<file path="src/hdl/dtp_pkg.sv">
`default_nettype none

package dtp_pkg;

  // Parse phase codes
  localparam logic [2:0] PH_IDLE    = 3'd0;
  localparam logic [2:0] PH_INT     = 3'd1;
  localparam logic [2:0] PH_DOT     = 3'd2;
  localparam logic [2:0] PH_FRAC    = 3'd3;
  localparam logic [2:0] PH_DISCARD = 3'd4;

  // Result status codes
  localparam logic [1:0] ST_OK        = 2'd0;
  localparam logic [1:0] ST_INVALID   = 2'd1;
  localparam logic [1:0] ST_TOO_LARGE = 2'd2;

  // Character codes
  localparam logic [7:0] CH_NUL   = 8'h00;
  localparam logic [7:0] CH_TAB   = 8'h09;
  localparam logic [7:0] CH_SPACE = 8'h20;
  localparam logic [7:0] CH_DOT   = 8'h2E;
  localparam logic [7:0] CH_ZERO  = 8'h30;
  localparam logic [7:0] CH_NINE  = 8'h39;

  localparam logic [31:0] ACC_MAX = 32'hFFFF_FFFF;

  // Parser state carried between characters
  typedef struct packed {
    logic [2:0]  phase;
    logic [31:0] acc;
    logic        ovf;
  } state_t;

  // One step's result
  typedef struct packed {
    logic        emit;
    logic [31:0] value;
    logic [1:0]  status;
  } result_t;

endpackage

`default_nettype wire

</file>
<file path="src/hdl/dtp_step.sv">
`default_nettype none

// Next-state and result logic for one character
module dtp_step (
  input  wire logic [7:0]       char_code,
  input  wire logic [31:0]      max_tenths,
  input  wire dtp_pkg::state_t  cur,
  output dtp_pkg::state_t       nxt,
  output dtp_pkg::result_t      res
);

  logic        is_blank;
  logic        is_sep;
  logic        is_digit;
  logic        is_dot;
  logic [3:0]  digit;
  logic [3:0]  add_digit;
  logic [35:0] prod;
  logic        prod_over;
  logic [31:0] sat_acc;
  logic        sat_ovf;
  logic [31:0] fin_val;
  logic        fin_ovf;
  logic        use_sat;

  // Character classes
  assign is_blank = (char_code == dtp_pkg::CH_SPACE) || (char_code == dtp_pkg::CH_TAB);
  assign is_sep   = is_blank || (char_code == dtp_pkg::CH_NUL);
  assign is_digit = (char_code >= dtp_pkg::CH_ZERO) && (char_code <= dtp_pkg::CH_NINE);
  assign is_dot   = (char_code == dtp_pkg::CH_DOT);
  assign digit    = 4'(char_code - dtp_pkg::CH_ZERO);

  // acc * 10 + d, saturating; d is zero when closing on a separator
  assign add_digit = is_digit ? digit : 4'd0;
  assign prod      = ({4'd0, cur.acc} << 3) + ({4'd0, cur.acc} << 1) + {32'd0, add_digit};
  assign prod_over = (prod[35:32] != 4'd0);
  assign sat_acc   = prod_over ? dtp_pkg::ACC_MAX : prod[31:0];
  assign sat_ovf   = cur.ovf | prod_over;

  // Value at token end: integer and dot phases scale by ten first
  assign use_sat = (cur.phase == dtp_pkg::PH_INT) || (cur.phase == dtp_pkg::PH_DOT);
  assign fin_val = use_sat ? sat_acc : cur.acc;
  assign fin_ovf = use_sat ? sat_ovf : cur.ovf;

  always_comb begin
    nxt        = cur;
    res.emit   = 1'b0;
    res.value  = 32'd0;
    res.status = dtp_pkg::ST_OK;
    case (cur.phase)
      dtp_pkg::PH_IDLE: begin
        if (!is_blank) begin
          nxt.acc = 32'd0;
          nxt.ovf = 1'b0;
          if (char_code == dtp_pkg::CH_NUL) begin
            res.emit   = 1'b1;
            res.status = dtp_pkg::ST_INVALID;
          end else if (is_digit) begin
            nxt.acc   = {28'd0, digit};
            nxt.phase = dtp_pkg::PH_INT;
          end else if (is_dot) begin
            nxt.phase = dtp_pkg::PH_DOT;
          end else begin
            nxt.phase  = dtp_pkg::PH_DISCARD;
            res.emit   = 1'b1;
            res.status = dtp_pkg::ST_INVALID;
          end
        end
      end
      dtp_pkg::PH_INT, dtp_pkg::PH_DOT, dtp_pkg::PH_FRAC: begin
        if (is_digit) begin
          if (cur.phase != dtp_pkg::PH_FRAC) begin
            nxt.acc = sat_acc;
            nxt.ovf = sat_ovf;
          end
          if (cur.phase == dtp_pkg::PH_DOT) begin
            nxt.phase = dtp_pkg::PH_FRAC;
          end
        end else if (is_dot && (cur.phase == dtp_pkg::PH_INT)) begin
          nxt.phase = dtp_pkg::PH_DOT;
        end else if (is_sep) begin
          // token complete
          nxt.phase = dtp_pkg::PH_IDLE;
          nxt.acc   = 32'd0;
          nxt.ovf   = 1'b0;
          res.emit  = 1'b1;
          if (fin_ovf || (fin_val > max_tenths)) begin
            res.status = dtp_pkg::ST_TOO_LARGE;
          end else begin
            res.value = fin_val;
          end
        end else begin
          nxt.phase  = dtp_pkg::PH_DISCARD;
          nxt.acc    = 32'd0;
          nxt.ovf    = 1'b0;
          res.emit   = 1'b1;
          res.status = dtp_pkg::ST_INVALID;
        end
      end
      default: begin
        // discarding up to the next separator
        if (is_sep) begin
          nxt.phase = dtp_pkg::PH_IDLE;
          nxt.acc   = 32'd0;
          nxt.ovf   = 1'b0;
        end
      end
    endcase
  end

endmodule

`default_nettype wire

</file>
<file path="src/hdl/decimal_tenths_parser.sv">
// Channel  | Handshake            | Payload
// ---------+----------------------+----------------------------
// input    | in_valid / in_ready  | char_code[7:0]
// output   | out_valid / out_ready| value_tenths[31:0], status[1:0]
// config   | cfg_valid / cfg_ready| cfg_data[31:0] (max_tenths)
//
// One character per clock unless a result meets a stalled output; a character
// is held in the input register and any result it has in the output register.
// The per-character work is one multiply-by-ten add and a compare against
// max_tenths, done between the input register and the state/output registers.
// Synchronous active-high reset clears the parse state and sets max_tenths to
// all ones. A stalled output holds the input register only when it has a
// result to pass on; characters without a result still flow.
`default_nettype none

module decimal_tenths_parser (
  input  wire logic        clk,
  input  wire logic        rst,
  input  wire logic        in_valid,
  output logic             in_ready,
  input  wire logic [7:0]  char_code,
  output logic             out_valid,
  input  wire logic        out_ready,
  output logic [31:0]      value_tenths,
  output logic [1:0]       status,
  input  wire logic        cfg_valid,
  output logic             cfg_ready,
  input  wire logic [31:0] cfg_data
);

  logic              chr_valid;
  logic [7:0]        chr;
  logic [31:0]       max_tenths;
  dtp_pkg::state_t   st;
  dtp_pkg::state_t   st_next;
  dtp_pkg::result_t  res;
  logic              slot_free;
  logic              advance;

  dtp_step u_step (
    .char_code  (chr),
    .max_tenths (max_tenths),
    .cur        (st),
    .nxt        (st_next),
    .res        (res)
  );

  // Handshake: the character moves on unless its result meets a full output
  assign slot_free = !out_valid || out_ready;
  assign advance   = chr_valid && (slot_free || !res.emit);
  assign in_ready  = !chr_valid || advance;
  assign cfg_ready = 1'b1;

  // Configuration register
  always_ff @(posedge clk) begin
    if (rst) begin
      max_tenths <= dtp_pkg::ACC_MAX;
    end else if (cfg_valid) begin
      max_tenths <= cfg_data;
    end
  end

  // Input register
  always_ff @(posedge clk) begin
    if (rst) begin
      chr_valid <= 1'b0;
    end else if (in_ready) begin
      chr_valid <= in_valid;
    end
  end

  always_ff @(posedge clk) begin
    if (in_ready && in_valid) begin
      chr <= char_code;
    end
  end

  // Parse state
  always_ff @(posedge clk) begin
    if (rst) begin
      st.phase <= dtp_pkg::PH_IDLE;
      st.acc   <= 32'd0;
      st.ovf   <= 1'b0;
    end else if (advance) begin
      st <= st_next;
    end
  end

  // Output register
  always_ff @(posedge clk) begin
    if (rst) begin
      out_valid <= 1'b0;
    end else if (advance && res.emit) begin
      out_valid <= 1'b1;
    end else if (out_ready) begin
      out_valid <= 1'b0;
    end
  end

  always_ff @(posedge clk) begin
    if (advance && res.emit) begin
      value_tenths <= res.value;
      status       <= res.status;
    end
  end

endmodule

`default_nettype wire

</file>
<file path="config.mk">
export PLATFORM = sky130hd
export DESIGN_NAME = decimal_tenths_parser
export DESIGN_NICKNAME = d
export VERILOG_FILES = /design/src/hdl/dtp_pkg.sv /design/src/hdl/dtp_step.sv /design/src/hdl/decimal_tenths_parser.sv
export SDC_FILE = /design/constraint.sdc
export NUM_CORES = 1
export LEC_CHECK = 0
export BUFFER_PORTS_ARGS = -buffer_cell sky130_fd_sc_hd__buf_2
export CAP_MARGIN = 0
export CORE_UTILIZATION = 55
export CTS_CLUSTER_DIAMETER = 80
export DETAILED_ROUTE_END_ITERATION = 8
export PLACE_DENSITY = 0.88
export SKIP_LAST_GASP = 1
export SYNTH_ARGS = -nofsm -noshare
export SYNTH_HDL_FRONTEND = slang
export SYNTH_HIERARCHICAL = 1
export SYNTH_SLANG_ARGS = --single-unit
</file>
<file path="constraint.sdc">
create_clock -name clk -period 6.5 [get_ports clk]
set_input_delay 1.3 -clock clk [delete_from_list [all_inputs] [get_ports clk]]
set_output_delay 1.3 -clock clk [all_outputs]
set_load 0.02 [all_outputs]
</file>
== Word-level counts from Yosys, hierarchy flattened ==
Index checks and enable logic that the tools add are counted.
Word-level totals
  flip-flop bits (word level): 112
  word-level logic and storage cells: 89
Cells by class
  equal/unequal tests: 12
  bitwise gates (word level): 3
  $lt $le $gt $ge: 3
  $add $sub $neg: 3
  muxes and demuxes: 35
  reductions and logical operators: 24
Operator list (count)
  2-to-1 mux 36 bit: 4
  2-to-1 mux 32 bit: 4
  2-to-1 mux 35 bit: 3
  one-hot mux 36 bit (2 select lines): 1
  2-to-1 mux 33 bit: 2
  adder 35 x 33 -> 36 bit: 1
  adder 36 x 4 -> 36 bit: 1
  > comparator 32 bit: 1
  == test 8 x 6 -> 1 bit, second input constant: 2
  2-to-1 mux 3 bit: 4
  2-to-1 mux 2 bit: 5
  AND reduction 5 bit: 2
  == test 8 x 4 -> 1 bit, second input constant: 1
  >= comparator 8 x 6 -> 1 bit, second input constant: 1
  less-or-equal comparator 8 x 6 -> 1 bit, second input constant: 1
  zero test 8 bit: 1
  2-to-1 mux 1 bit: 8
  2-to-1 mux 4 bit: 2
  logical OR 1 bit: 7
  == test 3 x 2 -> 1 bit, second input constant: 2
  != test 3 x 2 -> 1 bit, second input constant: 2
  != test 3 bit, second input constant: 2
  logical AND 1 bit: 5
  OR reduction 5 bit: 1
  13 further kinds: 17

== Longest topological paths before layout ==
  depth in word-level cells: 19
  mapped depth: 31
  depth with buffers taken out: 26

== Hierarchy ==
Netlist, hierarchy kept.
Modules (own cells, without submodules)
  dtp_step: sequential area each 0.0 µm², cells each 673, times used 1, area each 4576.9 µm²
  decimal_tenths_parser: sequential area each 2662.6 µm², cells each 317, times used 1, area each 4170.2 µm²

== Least setup slack after synthesis ==
No wires, ideal clock.
  kind: flip-flop to flip-flop
  start point: register chr[3]
  end point: register value_tenths[20] (data pin)
  setup slack: -0.479 ns
  arrival: 6.722 ns
  library setup time: 0.256 ns
  cell stages (with the launch flop): 31
  path buffers: 6
  path through: edfxtp_1 -> o21ai_0 -> and4_1 -> clkbuf_1 -> and2_1 -> fa_1 -> inv_1 -> fa_1 -> and2b_1 -> o2111ai_2 -> a21boi_2 -> a311oi_4 -> o311a_4 -> or4_4 -> a311oi_2 -> buf_4 -> and2_0 -> buf_2 -> buf_2 -> a31oi_1 -> ha_1 -> and4_1 -> nor2b_1 -> nand2_1 -> o31ai_1 -> nor3_1 -> o21ai_0 -> and4bb_2 -> buf_4 -> buf_4 -> a22o_1
Between the ends
  word-level cells in the longest chain between the ends: 10
  elaborated cells between the ends (all ways): 22
Ends and longest elaborated chain
  from (decl): line decimal_tenths_parser.sv:32  | logic [7:0] chr;
  from (signal assigned): line decimal_tenths_parser.sv:74  | chr <= char_code;
  >= comparator 8 x 6 -> 1 bit / less-or-equal comparator 8 x 6 -> 1 bit (equally long branches): line dtp_step.sv:29  | assign is_digit = (char_code >= dtp_pkg::CH_ZERO) && (char_code <= dtp_pkg::CH_NINE);
  logical AND 1 bit: line dtp_step.sv:29
  2-to-1 mux 4 bit: line dtp_step.sv:34  | assign add_digit = is_digit ? digit : 4'd0;
  adder 36 x 4 -> 36 bit: line dtp_step.sv:35  | assign prod = ({4'd0, cur.acc} << 3) + ({4'd0, cur.acc} << 1) + {32'd0, add_digit};
  nonzero test 4 bit: line dtp_step.sv:36  | assign prod_over = (prod[35:32] != 4'd0);
  2-to-1 mux 32 bit: line dtp_step.sv:37  | assign sat_acc = prod_over ? dtp_pkg::ACC_MAX : prod[31:0];
  2-to-1 mux 32 bit: line dtp_step.sv:42  | assign fin_val = use_sat ? sat_acc : cur.acc;
  > comparator 32 bit: line dtp_step.sv:87  | if (fin_ovf || (fin_val > max_tenths)) begin
  logical OR 1 bit: line dtp_step.sv:87
  OR reduction 5 bit (no line)
  to (signal assigned): line decimal_tenths_parser.sv:102  | value_tenths <= res.value;
  to (decl): line decimal_tenths_parser.sv:24  | output logic [31:0] value_tenths,
Several ways; a longest one is shown, not always the timed one.
A chain may end at the register's enable or synchronous reset.

== Final worst setup path ==
  start point: register chr[2]
  end point: register value_tenths[15] (data pin)
The elaborated chain is that of the path after synthesis.

==> impl_metrics.ini <==
[status]
status = complete, but fails checks
violations = setup timing

[route]
wirelength_um = 24200
first_pass_iters = 7
drt-vias-per-instance = 6.40
drc = 0
dr_total_vias = 8219
antenna_left = 0
wire_per_inst_um = 18.8
drt_iter0_drc = 1103

[place]
post-place-cells = 1251
portBuffers = 80
dp_hpwl_um = 15700
finalWeightedCongestion = 1.03
dp_worst_setup_slack_ns = -0.363

[timing]
slew_headroom_pct = 33.3
finalSetupViolations = 29
period_minus_slack_ns = 6.58
fmax_mhz = 152
finalCritPeriodShare_pct = 101
fin_skew_ns = 0.0105
fin_ws_ns = -0.0826
drv_slew = 0
rsz0062_at_grt = yes
worst_pin_slew_ns = 1.00
hold_violations = 0

[worst_setup_path]
required_ns = 6.62
startpoint_type = flop
cp.arrival_ns = 6.70
critPathMaxStageDelay_ns = 0.49
rr_startpoint = chr[2]
critPathKind = flop to flop
crit_start = chr[2]
cp-end-kind = flop
crit_path_max_fanout = 6
critPathSlowestCell = or4_4

[die]
start_util_pct = 56.9
die-width_um = 128
die_h_um = 128
rows = 45
die-area_um2 = 16400
design.portCount = 82
core-area_um2 = 15400

[pwr]
clockPowerShare_pct = 39.4
p_seq_share_pct = 50.1
p_int_uw = 1160
total_power_uw = 1530
p_sw_uw = 373
ir_drop_mv = 0.125
p_leak_uw = 0.00450
p_comb_share_pct = 10.5
powerDensity_nw_per_um2 = 151
swShare_pct = 24.3

[logic_synthesis]
synthArstFlopShare_pct = 0
ys_ff_latch = 112
avgSynthCellArea_um2 = 8.84
syn-cell-area_um2 = 8750
syn_nets = 1132
synth_edf_count = 42
ys_seq_area_share_pct = 30.4
ys_types = 65
syn_inst = 990
yosys_most_used_dff = dfxtp_1
yosys_warnings = 6

[grt]
antenna_found_initial = 0
grt_max_degree = 107
grt_pass1_vias = 7346
grt_usage_pct = 27.9
overflow = 0
grt_first_pass_wirelength_um = 36100

[min_path]
hp-class = flop to flop
min-delay-start = chr_valid

[clock_network]
clkLatencyLatePin_ns = 0.37
htreeDepth = 3
clk_pin_slew_ns = 0.08
cts_buffer_depth = 2
cts_made_buffers = 9
cts_tree = done
cts_root_buffer = clkbuf_16
clock-sinks = 112

[final_layout]
drive_gt1_share_pct = 17.4
diodes = 0
layout.nets = 1211
fillers = 1132
fin_cells = 1285
syn2layout_area_growth_pct = 15.9

[flow_run]
maxCapViolations = 0
## state kept, by name, indices dropped and copies added (netlist names)
| name | flops |
|---|---|
| chr_valid | 1 |
| value_tenths | 32 |
| out_valid | 1 |
| st | 36 |
| status | 2 |
| max_tenths | 32 |
| chr | 8 |
## final timing paths
kind | to | slack (ns) | cells after the start
min reg2reg | chr_valid | 0.55 | 2
max reg2reg | value_tenths[15] | -0.08 | 30
max | value_tenths[15] | -0.08 | 30
min | chr_valid | 0.55 | 2
## kinds of logic after synthesis
logic type / count (synthesis) / share of synthesized area [%]
AO/OA/AOI/OAI: 279 / 23.3
XOR/XNOR: 33 / 3.30
adder cells (fa/ha/maj): 97 / 14.0
buffers and inverters: 109 / 5.84
flip-flops: 112 / 30.4
multiplexers: 36 / 4.12
other: 1 / 0.0429
AND/OR/NAND/NOR: 323 / 18.9
## routing by layer
layer / global-route usage (%) / wire length (µm) / vias to the layer above
li1: - / - / 3785
met4: 12.4 / 1140 / 0
met1: 36.8 / 9860 / 3791
met3: 5.97 / 2480 / 106
met5: 0 / 0 / -
met2: 44.1 / 10700 / 537
## synthesized netlist by cell type (6+ instances only)
cell type / instances / area [µm²]
inv_1: 47 / 176
xor2_1: 14 / 123
nand4_1: 16 / 100
nor3_1: 7 / 35.0
dfxtp_1: 70 / 1400
nand3_1: 13 / 65.1
a31oi_1: 15 / 93.8
nand2_1: 48 / 180
xnor2_1: 19 / 166
edfxtp_1: 42 / 1260
a22o_1: 29 / 254
o31ai_1: 6 / 45.0
and2_1: 9 / 56.3
a21oi_1: 70 / 350
a221o_1: 32 / 320
nor2b_1: 34 / 213
buf_2: 18 / 90.1
nand2b_1: 75 / 469
clkbuf_1: 31 / 116
nor2_1: 101 / 379
o21ai_0: 40 / 200
ha_1: 95 / 1190
a211oi_1: 6 / 45.0
mux2i_1: 36 / 360
a211o_1: 32 / 280
a21o_1: 11 / 82.6
## critical path, delay by kind of cell (launching register included)
kind	cells	cell delay (ns)
AOI/OAI and AO/OA	9	1.89
adders and majority gates	4	1.15
buffers and inverters	8	1.08
DFF	1	0.41
and+or+nand+nor	9	1.79
## final cells by class
type                    count  area (µm²)  share of cell area, %
flip-flops and latches    112        2660                   26.3
well taps                 211         264                   2.60
inverters                  47         176                   1.74
repair buffers            128         893                   8.81
clock buffers               9         225                   2.22
clock inverters             7        93.8                  0.926
multi-input cells         771        5820                   57.4
## per-stage QoR
| stage | hold WS, ns | utilization [%] | area, µm² | TNS (ns) |
|---|---|---|---|---|
| floorplan | 0.447 | - | 8790 | 0 |
| global placement | 0.499 | 61.0 | 9370 | -4.57 |
| detailed placement | 0.527 | 61.0 | 9370 | -10.09 |
| CTS | 0.536 | 63.5 | 9760 | 0 |
| global route | 0.562 | 66.0 | 10100 | -6.18 |
| finish | 0.550 | 66.0 | 10100 | -1.12 |
## cells in the final DEF (no fill, tap or decap), drive strengths merged, types with 4 or more instances in the layout
master  synthesis  final
edfxtp         42     42
o21ai          40     40
a311oi          4      4
o21a            4      4
a21o           11     11
nor2          101    101
a22o           29     29
nand2          48     48
a221o          32     32
o21bai          4      4
ha             95     95
clkbuf         31     12
and2           10     10
nor2b          35     35
a21oi          71     71
and3            4      4
o211ai          5      5
a211oi          6      6
xor2           14     14
a31oi          15     15
nand3          13     13
o31ai           6      6
dfxtp          70     70
mux2i          36     36
a21boi          4      4
nand2b         75     75
inv            47     48
nor3            7      7
a211o          32     32
nand4          16     16
buf            31    125
xnor2          19     19
## power by group through the flow
stage / Combinational, µW / Clock, µW / Sequential, µW
global placement: 150 / 0 / 784
global route: 175 / 641 / 773
finish: 161 / 604 / 769
detailed placement: 153 / 0 / 785
floorplan: 93.9 / 0 / 798
CTS: 155 / 610 / 769
## repair_timing
item	in CTS	in global routing
pin swaps	4	19
hold buffers	0	0
buffers inserted	3	11
resized for setup	6	36
cloned	1	5
endpoints found under the setup margin	31	32
Power figures use the tool's default switching activity.
